===== src/rtl/iem_pkg.sv =====
`timescale 1ns / 1ps

package iem_pkg;

  localparam int AddrW = 11;
  localparam int ByteW = 8;
  localparam int CntW  = 4;

  localparam logic [ByteW-1:0] CtrlBase   = 8'hA0;
  localparam logic [CntW-1:0]  ByteBits   = 4'd8;
  localparam logic [CntW-1:0]  RecClocks  = 4'd9;
  localparam logic             KindCmd    = 1'b0;

  typedef enum logic [1:0] {
    OP_WRITE     = 2'd0,
    OP_RAND_READ = 2'd1,
    OP_SEQ_READ  = 2'd2,
    OP_RECOVER   = 2'd3
  } op_e;

  typedef enum logic [1:0] {
    SYM_IDLE  = 2'd0,
    SYM_START = 2'd1,
    SYM_STOP  = 2'd2,
    SYM_BIT   = 2'd3
  } sym_e;

  typedef enum logic [3:0] {
    PH_IDLE       = 4'd0,
    PH_START      = 4'd1,
    PH_CTRLW      = 4'd2,
    PH_ADDR       = 4'd3,
    PH_DATA       = 4'd4,
    PH_RSTART     = 4'd5,
    PH_CTRLR      = 4'd6,
    PH_READ       = 4'd7,
    PH_STOP       = 4'd8,
    PH_REC_START  = 4'd9,
    PH_REC_CLK    = 4'd10,
    PH_REC_START2 = 4'd11
  } phase_e;

  typedef struct packed {
    sym_e             bus_symbol;
    logic             sda_drive;
    logic             read_valid;
    logic [ByteW-1:0] read_data;
    logic [AddrW-1:0] read_address;
    logic             busy_res;
    logic             done_res;
    logic             nack_error;
    logic             cmd_rejected;
  } res_t;

  // Page bits a[10:8] land in control byte bits [3:1].
  function automatic logic [ByteW-1:0] control_byte(input logic [AddrW-1:0] a);
    control_byte = CtrlBase | {4'b0000, a[10:8], 1'b0};
  endfunction

endpackage


===== src/rtl/iem_core.sv =====
`timescale 1ns / 1ps

module iem_core import iem_pkg::*; (
  input  logic             clk_i,
  input  logic             rst_ni,
  input  logic             step_i,
  input  logic             kind_i,
  input  logic [1:0]       op_i,
  input  logic [AddrW-1:0] address_i,
  input  logic [AddrW-1:0] end_address_i,
  input  logic [ByteW-1:0] write_data_i,
  input  logic             sda_in_i,
  output res_t             res_o
);

  phase_e           phase_q, phase_d;
  logic [CntW-1:0]  bit_count_q, bit_count_d;
  logic [ByteW-1:0] shift_byte_q, shift_byte_d;
  logic [AddrW-1:0] cur_addr_q, cur_addr_d;
  logic [AddrW-1:0] last_addr_q, last_addr_d;
  logic [ByteW-1:0] data_byte_q, data_byte_d;
  op_e              active_op_q, active_op_d;
  logic             expect_ack_q, expect_ack_d;

  logic             send_en;
  phase_e           send_next;
  logic [ByteW-1:0] send_byte;
  logic [ByteW-1:0] rd_shift;
  op_e              op;

  assign op = op_e'(op_i);

  always_comb begin
    phase_d      = phase_q;
    bit_count_d  = bit_count_q;
    shift_byte_d = shift_byte_q;
    cur_addr_d   = cur_addr_q;
    last_addr_d  = last_addr_q;
    data_byte_d  = data_byte_q;
    active_op_d  = active_op_q;
    expect_ack_d = expect_ack_q;
    send_en      = 1'b0;
    send_next    = PH_IDLE;
    send_byte    = '0;
    rd_shift     = shift_byte_q;

    res_o            = '0;
    res_o.bus_symbol = SYM_IDLE;
    res_o.sda_drive  = 1'b1;

    if (kind_i == KindCmd) begin
      if (phase_q != PH_IDLE || (op == OP_SEQ_READ && address_i > end_address_i)) begin
        res_o.cmd_rejected = 1'b1;
      end else begin
        active_op_d  = op;
        cur_addr_d   = address_i;
        last_addr_d  = (op == OP_SEQ_READ) ? end_address_i : address_i;
        data_byte_d  = write_data_i;
        bit_count_d  = '0;
        shift_byte_d = '0;
        expect_ack_d = 1'b0;
        phase_d      = (op == OP_RECOVER) ? PH_REC_START : PH_START;
      end
    end else if (phase_q != PH_IDLE) begin
      expect_ack_d = 1'b0;
      if (expect_ack_q && sda_in_i) begin
        res_o.bus_symbol = SYM_STOP;
        res_o.done_res   = 1'b1;
        res_o.nack_error = 1'b1;
        phase_d          = PH_IDLE;
        bit_count_d      = '0;
      end else begin
        case (phase_q)
          PH_START: begin
            res_o.bus_symbol = SYM_START;
            shift_byte_d     = control_byte(cur_addr_q);
            bit_count_d      = '0;
            phase_d          = PH_CTRLW;
          end
          PH_CTRLW: begin
            send_en   = 1'b1;
            send_next = PH_ADDR;
            send_byte = cur_addr_q[ByteW-1:0];
          end
          PH_ADDR: begin
            send_en   = 1'b1;
            send_next = (active_op_q == OP_WRITE) ? PH_DATA : PH_RSTART;
            send_byte = (active_op_q == OP_WRITE) ? data_byte_q : '0;
          end
          PH_DATA: begin
            send_en   = 1'b1;
            send_next = PH_STOP;
          end
          PH_RSTART: begin
            res_o.bus_symbol = SYM_START;
            shift_byte_d     = control_byte(cur_addr_q) | 8'h01;
            bit_count_d      = '0;
            phase_d          = PH_CTRLR;
          end
          PH_CTRLR: begin
            send_en   = 1'b1;
            send_next = PH_READ;
          end
          PH_READ: begin
            if (bit_count_q != '0) begin
              rd_shift = {shift_byte_q[ByteW-2:0], sda_in_i};
            end
            shift_byte_d     = rd_shift;
            res_o.bus_symbol = SYM_BIT;
            if (bit_count_q < ByteBits) begin
              bit_count_d = bit_count_q + 1'b1;
            end else begin
              res_o.read_valid   = 1'b1;
              res_o.read_data    = rd_shift;
              res_o.read_address = cur_addr_q;
              bit_count_d        = '0;
              shift_byte_d       = '0;
              if (cur_addr_q < last_addr_q) begin
                res_o.sda_drive = 1'b0;
                cur_addr_d      = cur_addr_q + 1'b1;
              end else begin
                phase_d = PH_STOP;
              end
            end
          end
          PH_STOP: begin
            res_o.bus_symbol = SYM_STOP;
            res_o.done_res   = 1'b1;
            phase_d          = PH_IDLE;
            bit_count_d      = '0;
          end
          PH_REC_START: begin
            res_o.bus_symbol = SYM_START;
            bit_count_d      = '0;
            phase_d          = PH_REC_CLK;
          end
          PH_REC_CLK: begin
            res_o.bus_symbol = SYM_BIT;
            if (bit_count_q + 1'b1 >= RecClocks) begin
              bit_count_d = '0;
              phase_d     = PH_REC_START2;
            end else begin
              bit_count_d = bit_count_q + 1'b1;
            end
          end
          PH_REC_START2: begin
            res_o.bus_symbol = SYM_START;
            phase_d          = PH_STOP;
          end
          default: begin
            phase_d     = PH_IDLE;
            bit_count_d = '0;
          end
        endcase

        // byte shifter shared by all transmit phases, ack slot after bit 8
        if (send_en) begin
          res_o.bus_symbol = SYM_BIT;
          if (bit_count_q < ByteBits) begin
            res_o.sda_drive = shift_byte_q[ByteW-1];
            shift_byte_d    = {shift_byte_q[ByteW-2:0], 1'b0};
            bit_count_d     = bit_count_q + 1'b1;
          end else begin
            expect_ack_d = 1'b1;
            bit_count_d  = '0;
            shift_byte_d = send_byte;
            phase_d      = send_next;
          end
        end
      end
    end

    res_o.busy_res = (phase_d != PH_IDLE);
  end

  always_ff @(posedge clk_i or negedge rst_ni) begin
    if (!rst_ni) begin
      phase_q      <= PH_IDLE;
      bit_count_q  <= '0;
      shift_byte_q <= '0;
      cur_addr_q   <= '0;
      last_addr_q  <= '0;
      data_byte_q  <= '0;
      active_op_q  <= OP_WRITE;
      expect_ack_q <= 1'b0;
    end else if (step_i) begin
      phase_q      <= phase_d;
      bit_count_q  <= bit_count_d;
      shift_byte_q <= shift_byte_d;
      cur_addr_q   <= cur_addr_d;
      last_addr_q  <= last_addr_d;
      data_byte_q  <= data_byte_d;
      active_op_q  <= active_op_d;
      expect_ack_q <= expect_ack_d;
    end
  end

endmodule


===== src/rtl/i2c_eeprom_master.sv =====
`timescale 1ns / 1ps

// Bit-level I2C master for a 2 KiB EEPROM.
// Input channel (in_valid_i / in_stall_o): a word is either a command
// (kind 0: byte write, random read, sequential read, bus recovery) or a
// bus tick (kind 1) carrying the SDA level sampled in the previous slot.
// Output channel (out_valid_o / out_stall_i): exactly one result word per
// input word: the bus symbol to drive, SDA level, any received byte with
// its address, and busy/done/nack/reject flags.
// A word accepted into the input register is processed as it advances into
// the result register, and its result is offered from then on.
// Throughput: one word per cycle while the result is not stalled; the
// whole slot decision is one pass of the state machine between the input
// register and the result register.
// Stall: while the result is stalled, one more word is held in the input
// register, then in_stall_o rises. Nothing is dropped.
// Reset: both registers empty, the master idle with no transaction open.
module i2c_eeprom_master import iem_pkg::*; (
  input  logic             clk_i,
  input  logic             rst_ni,
  input  logic             in_valid_i,
  output logic             in_stall_o,
  input  logic             kind_i,
  input  logic [1:0]       op_i,
  input  logic [AddrW-1:0] address_i,
  input  logic [AddrW-1:0] end_address_i,
  input  logic [ByteW-1:0] write_data_i,
  input  logic             sda_in_i,
  output logic             out_valid_o,
  input  logic             out_stall_i,
  output logic [1:0]       bus_symbol_o,
  output logic             sda_drive_o,
  output logic             read_valid_o,
  output logic [ByteW-1:0] read_data_o,
  output logic [AddrW-1:0] read_address_o,
  output logic             busy_res_o,
  output logic             done_res_o,
  output logic             nack_error_o,
  output logic             cmd_rejected_o
);

  logic             in_valid_q;
  logic             kind_q;
  logic [1:0]       op_q;
  logic [AddrW-1:0] address_q;
  logic [AddrW-1:0] end_address_q;
  logic [ByteW-1:0] write_data_q;
  logic             sda_in_q;
  logic             out_valid_q;
  res_t             res_d, res_q;
  logic             accept;
  logic             advance;

  assign advance    = in_valid_q && (!out_valid_q || !out_stall_i);
  assign in_stall_o = in_valid_q && !advance;
  assign accept     = in_valid_i && !in_stall_o;

  always_ff @(posedge clk_i or negedge rst_ni) begin
    if (!rst_ni) begin
      in_valid_q  <= 1'b0;
      out_valid_q <= 1'b0;
    end else begin
      if (accept) begin
        in_valid_q <= 1'b1;
      end else if (advance) begin
        in_valid_q <= 1'b0;
      end
      if (advance) begin
        out_valid_q <= 1'b1;
      end else if (!out_stall_i) begin
        out_valid_q <= 1'b0;
      end
    end
  end

  always_ff @(posedge clk_i) begin
    if (accept) begin
      kind_q        <= kind_i;
      op_q          <= op_i;
      address_q     <= address_i;
      end_address_q <= end_address_i;
      write_data_q  <= write_data_i;
      sda_in_q      <= sda_in_i;
    end
    if (advance) begin
      res_q <= res_d;
    end
  end

  iem_core u_core (
    .clk_i         (clk_i),
    .rst_ni        (rst_ni),
    .step_i        (advance),
    .kind_i        (kind_q),
    .op_i          (op_q),
    .address_i     (address_q),
    .end_address_i (end_address_q),
    .write_data_i  (write_data_q),
    .sda_in_i      (sda_in_q),
    .res_o         (res_d)
  );

  assign out_valid_o    = out_valid_q;
  assign bus_symbol_o   = res_q.bus_symbol;
  assign sda_drive_o    = res_q.sda_drive;
  assign read_valid_o   = res_q.read_valid;
  assign read_data_o    = res_q.read_data;
  assign read_address_o = res_q.read_address;
  assign busy_res_o     = res_q.busy_res;
  assign done_res_o     = res_q.done_res;
  assign nack_error_o   = res_q.nack_error;
  assign cmd_rejected_o = res_q.cmd_rejected;

endmodule


===== config.mk =====
export PLATFORM = sky130hd
export DESIGN_NAME = i2c_eeprom_master
export DESIGN_NICKNAME = d
export VERILOG_FILES = /design/src/rtl/iem_pkg.sv /design/src/rtl/iem_core.sv /design/src/rtl/i2c_eeprom_master.sv
export SDC_FILE = /design/constraint.sdc
export NUM_CORES = 1
export LEC_CHECK = 0
export ABC_AREA = 1
export BUFFER_PORTS_ARGS = -buffer_cell sky130_fd_sc_hd__clkbuf_2
export CORE_MARGIN = 2
export CORE_UTILIZATION = 62
export CTS_CLUSTER_DIAMETER = 30
export DETAILED_ROUTE_END_ITERATION = 8
export HOLD_SLACK_MARGIN = 0.06
export PLACE_DENSITY = 0.84
export SETUP_SLACK_MARGIN = 0.5
export SLEW_MARGIN = 20
export SYNTH_ARGS = -nofsm -noshare
export SYNTH_HDL_FRONTEND = slang
export SYNTH_SLANG_ARGS = --single-unit

===== constraint.sdc =====
create_clock -name clk_i -period 4.1 [get_ports clk_i]
set_input_delay 0.82 -clock clk_i [delete_from_list [all_inputs] [get_ports clk_i]]
set_output_delay 0.82 -clock clk_i [all_outputs]
set_load 0.1 [all_outputs]

; ---- Word-level counts from Yosys, hierarchy flattened
; Cells that the tools add are included.
[word_totals]
in_bits = 38
elab_cells = 152
regBits = 112
out_inout_bits = 29
[classes]
bitwise_logic = 4
magnitude_cmp = 4
n_reduce_logical = 29
muxes = 65
addsub = 2
eq_ne = 22
[op_table]
columns = operator, n
row1 = $mux 11, 8
row2 = $mux 8, 9
row3 = $mux 4, 17
row4 = $mux 21, 2
row5 = $pmux 4 s7, 1
row6 = $pmux 8 s3, 1
row7 = $mux 1, 21
row8 = $eq 4x3->1 const B, 4
row9 = $eq 4x4->1 const B, 4
row10 = $pmux 4 s4, 1
row11 = $pmux 8 s2, 1
row12 = $pmux 4 s3, 1
row13 = $reduce_bool 4->1, 3
row14 = $reduce_or 4->1, 3
row15 = $add 11x1->11 const B, 1
row16 = $gt 11x11->1, 1
row17 = $lt 11x11->1, 1
row18 = $reduce_or 5->1, 2
row19 = $eq 4x2->1 const B, 2
row20 = $ne 2x1->1 const B, 4
row21 = $reduce_and 7->1, 1
row22 = $ne 2x2->1 const B, 3
row23 = $pmux 2 s3, 1
row24 = $reduce_and 3->1, 2
row25 = other kinds (20), 32

; ---- Depth between registers and ports, before layout
[logic_depth]
word_depth = 11
mapped_depth = 17
ltp_nobuf = 17

; ---- Modules after synthesis
; Synthesis repeated with hierarchy kept, for this count alone.
[hier_totals]
cells_unflattened = 684
hier_area_um2 = 5895.7
[by_module_without_submodules]
columns = mod, area_each_um2, n_inst, seq_area_each_um2, cells_per_inst
row1 = iem_core, 3968.8, 1, 1226.2, 611
row2 = i2c_eeprom_master, 1926.8, 1, 1881.8, 73

; ---- Worst setup path before layout
; No wires, ideal clock.
[synth_path]
path_type = reg-to-reg
startpoint = reg out_valid_q, in the netlist out_valid_o
endpoint = reg address_q[0], enable pin
required_time_ps = 3689
period_less_slack_ps = 3506
stages_incl_launch_ff = 6
path_buffers = 0
arrival_ps = 3095
path_slack_ps = 594
setup_time_ps = 411
cell_sequence = dfrtp_1 > nand2_1 > nor2_1 > inv_1 > nand2_1 > inv_1
[synth_between]
elab_chain_cells = 7
[synth_rtl]
columns = element, line
row1 = start: declaration, i2c_eeprom_master.sv:49  ; logic out_valid_q;
row2 = start signal: assignment, i2c_eeprom_master.sv:61  ; out_valid_q <= 1'b0;
row3 = start signal: assignment, i2c_eeprom_master.sv:69  ; out_valid_q <= 1'b1;
row4 = start signal: assignment, i2c_eeprom_master.sv:71  ; out_valid_q <= 1'b0;
row5 = $logic_not 1->1, i2c_eeprom_master.sv:54  ; assign advance = in_valid_q && (!out_valid_q || !out_stall_i);
row6 = $logic_or 1x1->1, i2c_eeprom_master.sv:54
row7 = $logic_and 1x1->1, i2c_eeprom_master.sv:54
row8 = $logic_not 1->1, i2c_eeprom_master.sv:55  ; assign in_stall_o = in_valid_q && !advance;
row9 = $logic_and 1x1->1, i2c_eeprom_master.sv:55
row10 = via in_stall_o, i2c_eeprom_master.sv:22  ; output logic in_stall_o,
row11 = $logic_not 1->1, i2c_eeprom_master.sv:56  ; assign accept = in_valid_i && !in_stall_o;
row12 = $logic_and 1x1->1, i2c_eeprom_master.sv:56
row13 = via accept, i2c_eeprom_master.sv:51  ; logic accept;
row14 = end signal: assignment, i2c_eeprom_master.sv:80  ; address_q <= address_i;
row15 = end: declaration, i2c_eeprom_master.sv:45  ; logic [AddrW-1:0] address_q;
; The timed path passes the listed nets, and every way through them passes these cells.
; A chain may end at the register's enable or synchronous reset.

; ---- Worst setup path after layout
[layout_path]
startpoint = reg kind_q
endpoint = reg res_q (netlist bit sda_drive_o), data pin
[layout_between]
elab_chain_cells = 2
[layout_rtl]
columns = element, line
row1 = start: declaration, i2c_eeprom_master.sv:43  ; logic kind_q;
row2 = start signal: assignment, i2c_eeprom_master.sv:78  ; kind_q <= kind_i;
row3 = $not 1->1 (no line), -
row4 = $reduce_or 3->1 (no line), -
row5 = end signal: assignment, i2c_eeprom_master.sv:86  ; res_q <= res_d;
row6 = end: declaration, i2c_eeprom_master.sv:50  ; res_t res_d, res_q;
; Every way passes these cells.

==> flow_metrics.env <==
export IMPL_postRouteWirelength_um=12200
export IMPL_cell_types_occupying_the_most_area_after_synthesis="sky130_fd_sc_hd__edfxtp_1 (31%), sky130_fd_sc_hd__dfrtp_1 (22%), sky130_fd_sc_hd__nand2_1 (12%), sky130_fd_sc_hd__inv_1 (5.8%), sky130_fd_sc_hd__o21ai_0 (5.7%)"
export IMPL_cts_clk_slew_worst_paths_ns=0.11
export IMPL_crit_path_end_kind="flip-flop"
export IMPL_crit_family="simple AND/OR/NAND/NOR gates"
export IMPL_die_width_um=102
export IMPL_crit_top_cell="sky130_fd_sc_hd__nor2_1"
export IMPL_post_cts_buffers=0
export IMPL_timing_critical_path_from_type="flip-flop"
export IMPL_tns_ns=0
export IMPL_numPlacedInstances=858
export IMPL_yosysMostFrequentCell="sky130_fd_sc_hd__nand2_1"
export IMPL_grt_pass1_vias=4305
export IMPL_globalplace_congestion=0.950
export IMPL_min_path_type="in2async"
export IMPL_yosysTopAreaCell="sky130_fd_sc_hd__edfxtp_1"
export IMPL_cts_htree_levels=3
export IMPL_vdd_ir_drop_max_mv=0.333
export IMPL_overflow=0
export IMPL_die_height_um=102
export IMPL_synth_ff_latch_count=112
export IMPL_clock_skew_ns=0.0139
export IMPL_vias=4695
export IMPL_static_leakage_power_nw=3.03
export IMPL_worst_path_buf_inv=1
export IMPL_crit_arrival_ns=3.19
export IMPL_worst_slew_pin_transition_ns=0.762
export IMPL_share_of_yosys_cell_area_claimed_by_the_top_area_cell_type_pct=30.9
export IMPL_final_hold_violation_count=0
export IMPL_number_of_rows_in_the_core_area=35
export IMPL_dr_pass1_iters=5
export IMPL_synth_yosys_warnings=0
export IMPL_clock_path_buffers=2
export IMPL_final_layout_size_suffix_gt1_share_pct=16.5
export IMPL_antenna_violating_nets_post_route=0
export IMPL_critical_path_max_stage_delay_ns=0.86
export IMPL_worst_endpoint_required_ns=4.22
export IMPL_synth_cell_types=36
export IMPL_antenna_diode_count=0
export IMPL_relSlewSlack_pct=49.2
export IMPL_die_area_sq_um=10300
export IMPL_asyncSetResetFlopFracSynth_pct=45.5
export IMPL_ys_seq_area_share_pct=52.5
export IMPL_period_minus_slack_ns=3.07
export IMPL_syn_mean_instance_area_sq_um=8.71
export IMPL_total_area_of_sequential_cells_sq_um=3110
export IMPL_cts_buffers_inserted=9
export IMPL_drv_slew=0
export IMPL_detail_route_wl_per_cell_um=14.0
export IMPL_fillCellCount=736
export IMPL_cts_hold_buf=0
export IMPL_grt_max_degree=45
export IMPL_grt_use_total_pct=25.2
export IMPL_multi_input_area_sq_um=2360
export IMPL_post_cts_resized=0
export IMPL_power_density_cell_area_nw_per_um2=588
export IMPL_starting_utilization_of_the_core_area_pct=64.1
export IMPL_grt_first_pass_wirelength_um=20300
export IMPL_maxCapViolations=0
export IMPL_tritoncts="yes"
export IMPL_status="completed"
export IMPL_synth_ff_type="sky130_fd_sc_hd__edfxtp_1"
export IMPL_grt_setup_unrepaired="no"
export IMPL_critPathSlowestCell="sky130_fd_sc_hd__edfxtp_1"
export IMPL_worst_setup_path_type="reg2reg"
export IMPL_finalSetupViolations=0
export IMPL_synth_area_sq_um=5920
export IMPL_cts_sinks=112
export IMPL_stdcell_count=874
export IMPL_core_region_area_sq_um=9240
export IMPL_cts_root_buffer="sky130_fd_sc_hd__clkbuf_8"
export IMPL_nNetsFinal=804
export IMPL_number_of_synthesized_flops_with_an_enable_pin=61
export IMPL_routed_via_density=5.37
export IMPL_count_of_mapped_cells_out_of_synthesis=680
export IMPL_critical_path_max_fanout=22
export IMPL_timing_fmax_ghz=0.326
export IMPL_crit_path_cell_trace="inv_1 -> nor2_1 -> nand2_1 -> nor2_1 -> a31oi_1"
export IMPL_netlist_top_cells_count="sky130_fd_sc_hd__nand2_1 (188), sky130_fd_sc_hd__inv_1 (92), sky130_fd_sc_hd__o21ai_0 (68)"
export IMPL_antenna_found_initial=0
export IMPL_floorplan_io_pins=67
export IMPL_post_dp_hpwl_um=9220
export IMPL_io_buffer_count=66
export IMPL_detail_route_drc_violations=0
export IMPL_flow_area_growth_from_synthesis_pct=10.2
export IMPL_power_mw=3.84
export IMPL_fin_crit_sh_pct=74.8
export IMPL_violation_count_after_the_first_detailed_routing_iteration=359
export IMPL_syn_nets=744
export IMPL_worst_skew_pair_late_latency_ns=0.37
-- logic make-up after synthesis --
kind of cell / after synthesis / share of synthesized area, %
DFF: 112 / 52.5
xor gates and xnor gates: 6 / 0.888
AOI/OAI and AO/OA: 124 / 12.5
adders and majority gates: 26 / 5.49
buffers and inverters: 116 / 7.78
and+or+nand+nor: 296 / 20.9
-- worst register-to-register path: cells and delay by family, from the launching register on --
kind / cells / cell delay [ns]
flip-flops: 1 / 0.86
AND/OR/NAND/NOR: 3 / 1.35
buffers and inverters: 1 / 0.57
AO/OA/AOI/OAI: 1 / 0.05
-- state kept, by name, indices dropped and copies added (netlist names), 2 cells and up --
register / flops
end_address_q: 11
u_core.bit_count_q: 4
u_core.phase_q: 4
read_data_o: 8
u_core.last_addr_q: 11
write_data_q: 8
bus_symbol_o: 2
u_core.shift_byte_q: 8
address_q: 11
u_core.cur_addr_q: 11
u_core.data_byte_q: 8
op_q: 2
u_core.active_op_q: 2
read_address_o: 11
-- layout make-up --
| cell class | count | area share, % |
|---|---|---|
| Inverter | 96 | 5.52 |
| Clock inverter | 5 | 0.709 |
| Sequential cell | 112 | 47.6 |
| Timing Repair Buffer | 69 | 5.41 |
| Clock buffer | 11 | 2.17 |
| Tap cell | 129 | 2.47 |
| Multi-Input combinational cell | 452 | 36.1 |
-- final timing paths --
path,depth (start not counted),slack [ns],start,endpoint
setup / recovery,5,1.03,kind_q,sda_drive_o
hold / removal,1,0.46,rst_ni,u_core.last_addr_q[5]
setup reg to reg,5,1.03,kind_q,sda_drive_o
hold reg to reg,2,0.50,u_core.last_addr_q[7],u_core.last_addr_q[7]
max in group asynchronous,2,2.83,rst_ni,u_core.data_byte_q[0]
min in group clk_i,2,0.50,u_core.last_addr_q[7],u_core.last_addr_q[7]
-- routing by layer --
metal	share of wire, %	wire [um]	global-route usage (%)	up-vias
met2	46	5570	39.5	227
li1	-	-	-	2335
met1	46	5590	37.4	2113
met4	1.7	204	7.38	0
met3	6.9	847	3.11	20
met5	0	0	0	-
-- power breakdown --
group          total, mW  internal (mW)  switching, mW  leakage [nW]
Combinational       1.51          0.443           1.07          1.68
Sequential          1.70           1.45          0.245          1.25
Clock              0.634          0.250          0.384        0.0964
Total               3.84           2.14           1.70          3.03
-- through the flow --
step                worst slack, ns  hold WS, ns  util (%)  instance area [sq um]
floorplan                     0.594        0.453         -                   5920
global placement               1.19        0.467      68.6                   6340
detailed placement             1.09        0.473      68.6                   6340
CTS                            1.10        0.478      70.6                   6530
global route                  0.745        0.480      70.6                   6530
finish                         1.03        0.461      70.6                   6530
-- cell usage in the layout (no fill, tap or decap), types with 2 or more instances in the layout --
cell type	n
sky130_fd_sc_hd__a31o_2	2
sky130_fd_sc_hd__nor3_1	3
sky130_fd_sc_hd__ha_1	26
sky130_fd_sc_hd__clkbuf_2	66
sky130_fd_sc_hd__inv_1	91
sky130_fd_sc_hd__dfrtp_1	51
sky130_fd_sc_hd__o21ai_1	3
sky130_fd_sc_hd__buf_4	3
sky130_fd_sc_hd__clkinv_4	2
sky130_fd_sc_hd__edfxtp_1	61
sky130_fd_sc_hd__inv_6	2
sky130_fd_sc_hd__nor2_4	4
sky130_fd_sc_hd__o21a_1	7
sky130_fd_sc_hd__nand3_1	31
sky130_fd_sc_hd__inv_2	5
sky130_fd_sc_hd__a21oi_1	18
sky130_fd_sc_hd__a31oi_1	2
sky130_fd_sc_hd__xor2_1	5
sky130_fd_sc_hd__nor2_1	55
sky130_fd_sc_hd__nand4_1	3
sky130_fd_sc_hd__o21ai_2	15
sky130_fd_sc_hd__o21ai_0	68
sky130_fd_sc_hd__nand2_2	4
sky130_fd_sc_hd__nor2_2	2
sky130_fd_sc_hd__or2_2	3
sky130_fd_sc_hd__clkbuf_8	10
sky130_fd_sc_hd__o211ai_1	4
sky130_fd_sc_hd__nand2_1	188
No activity file was read; power rests on OpenSTA's default activity.
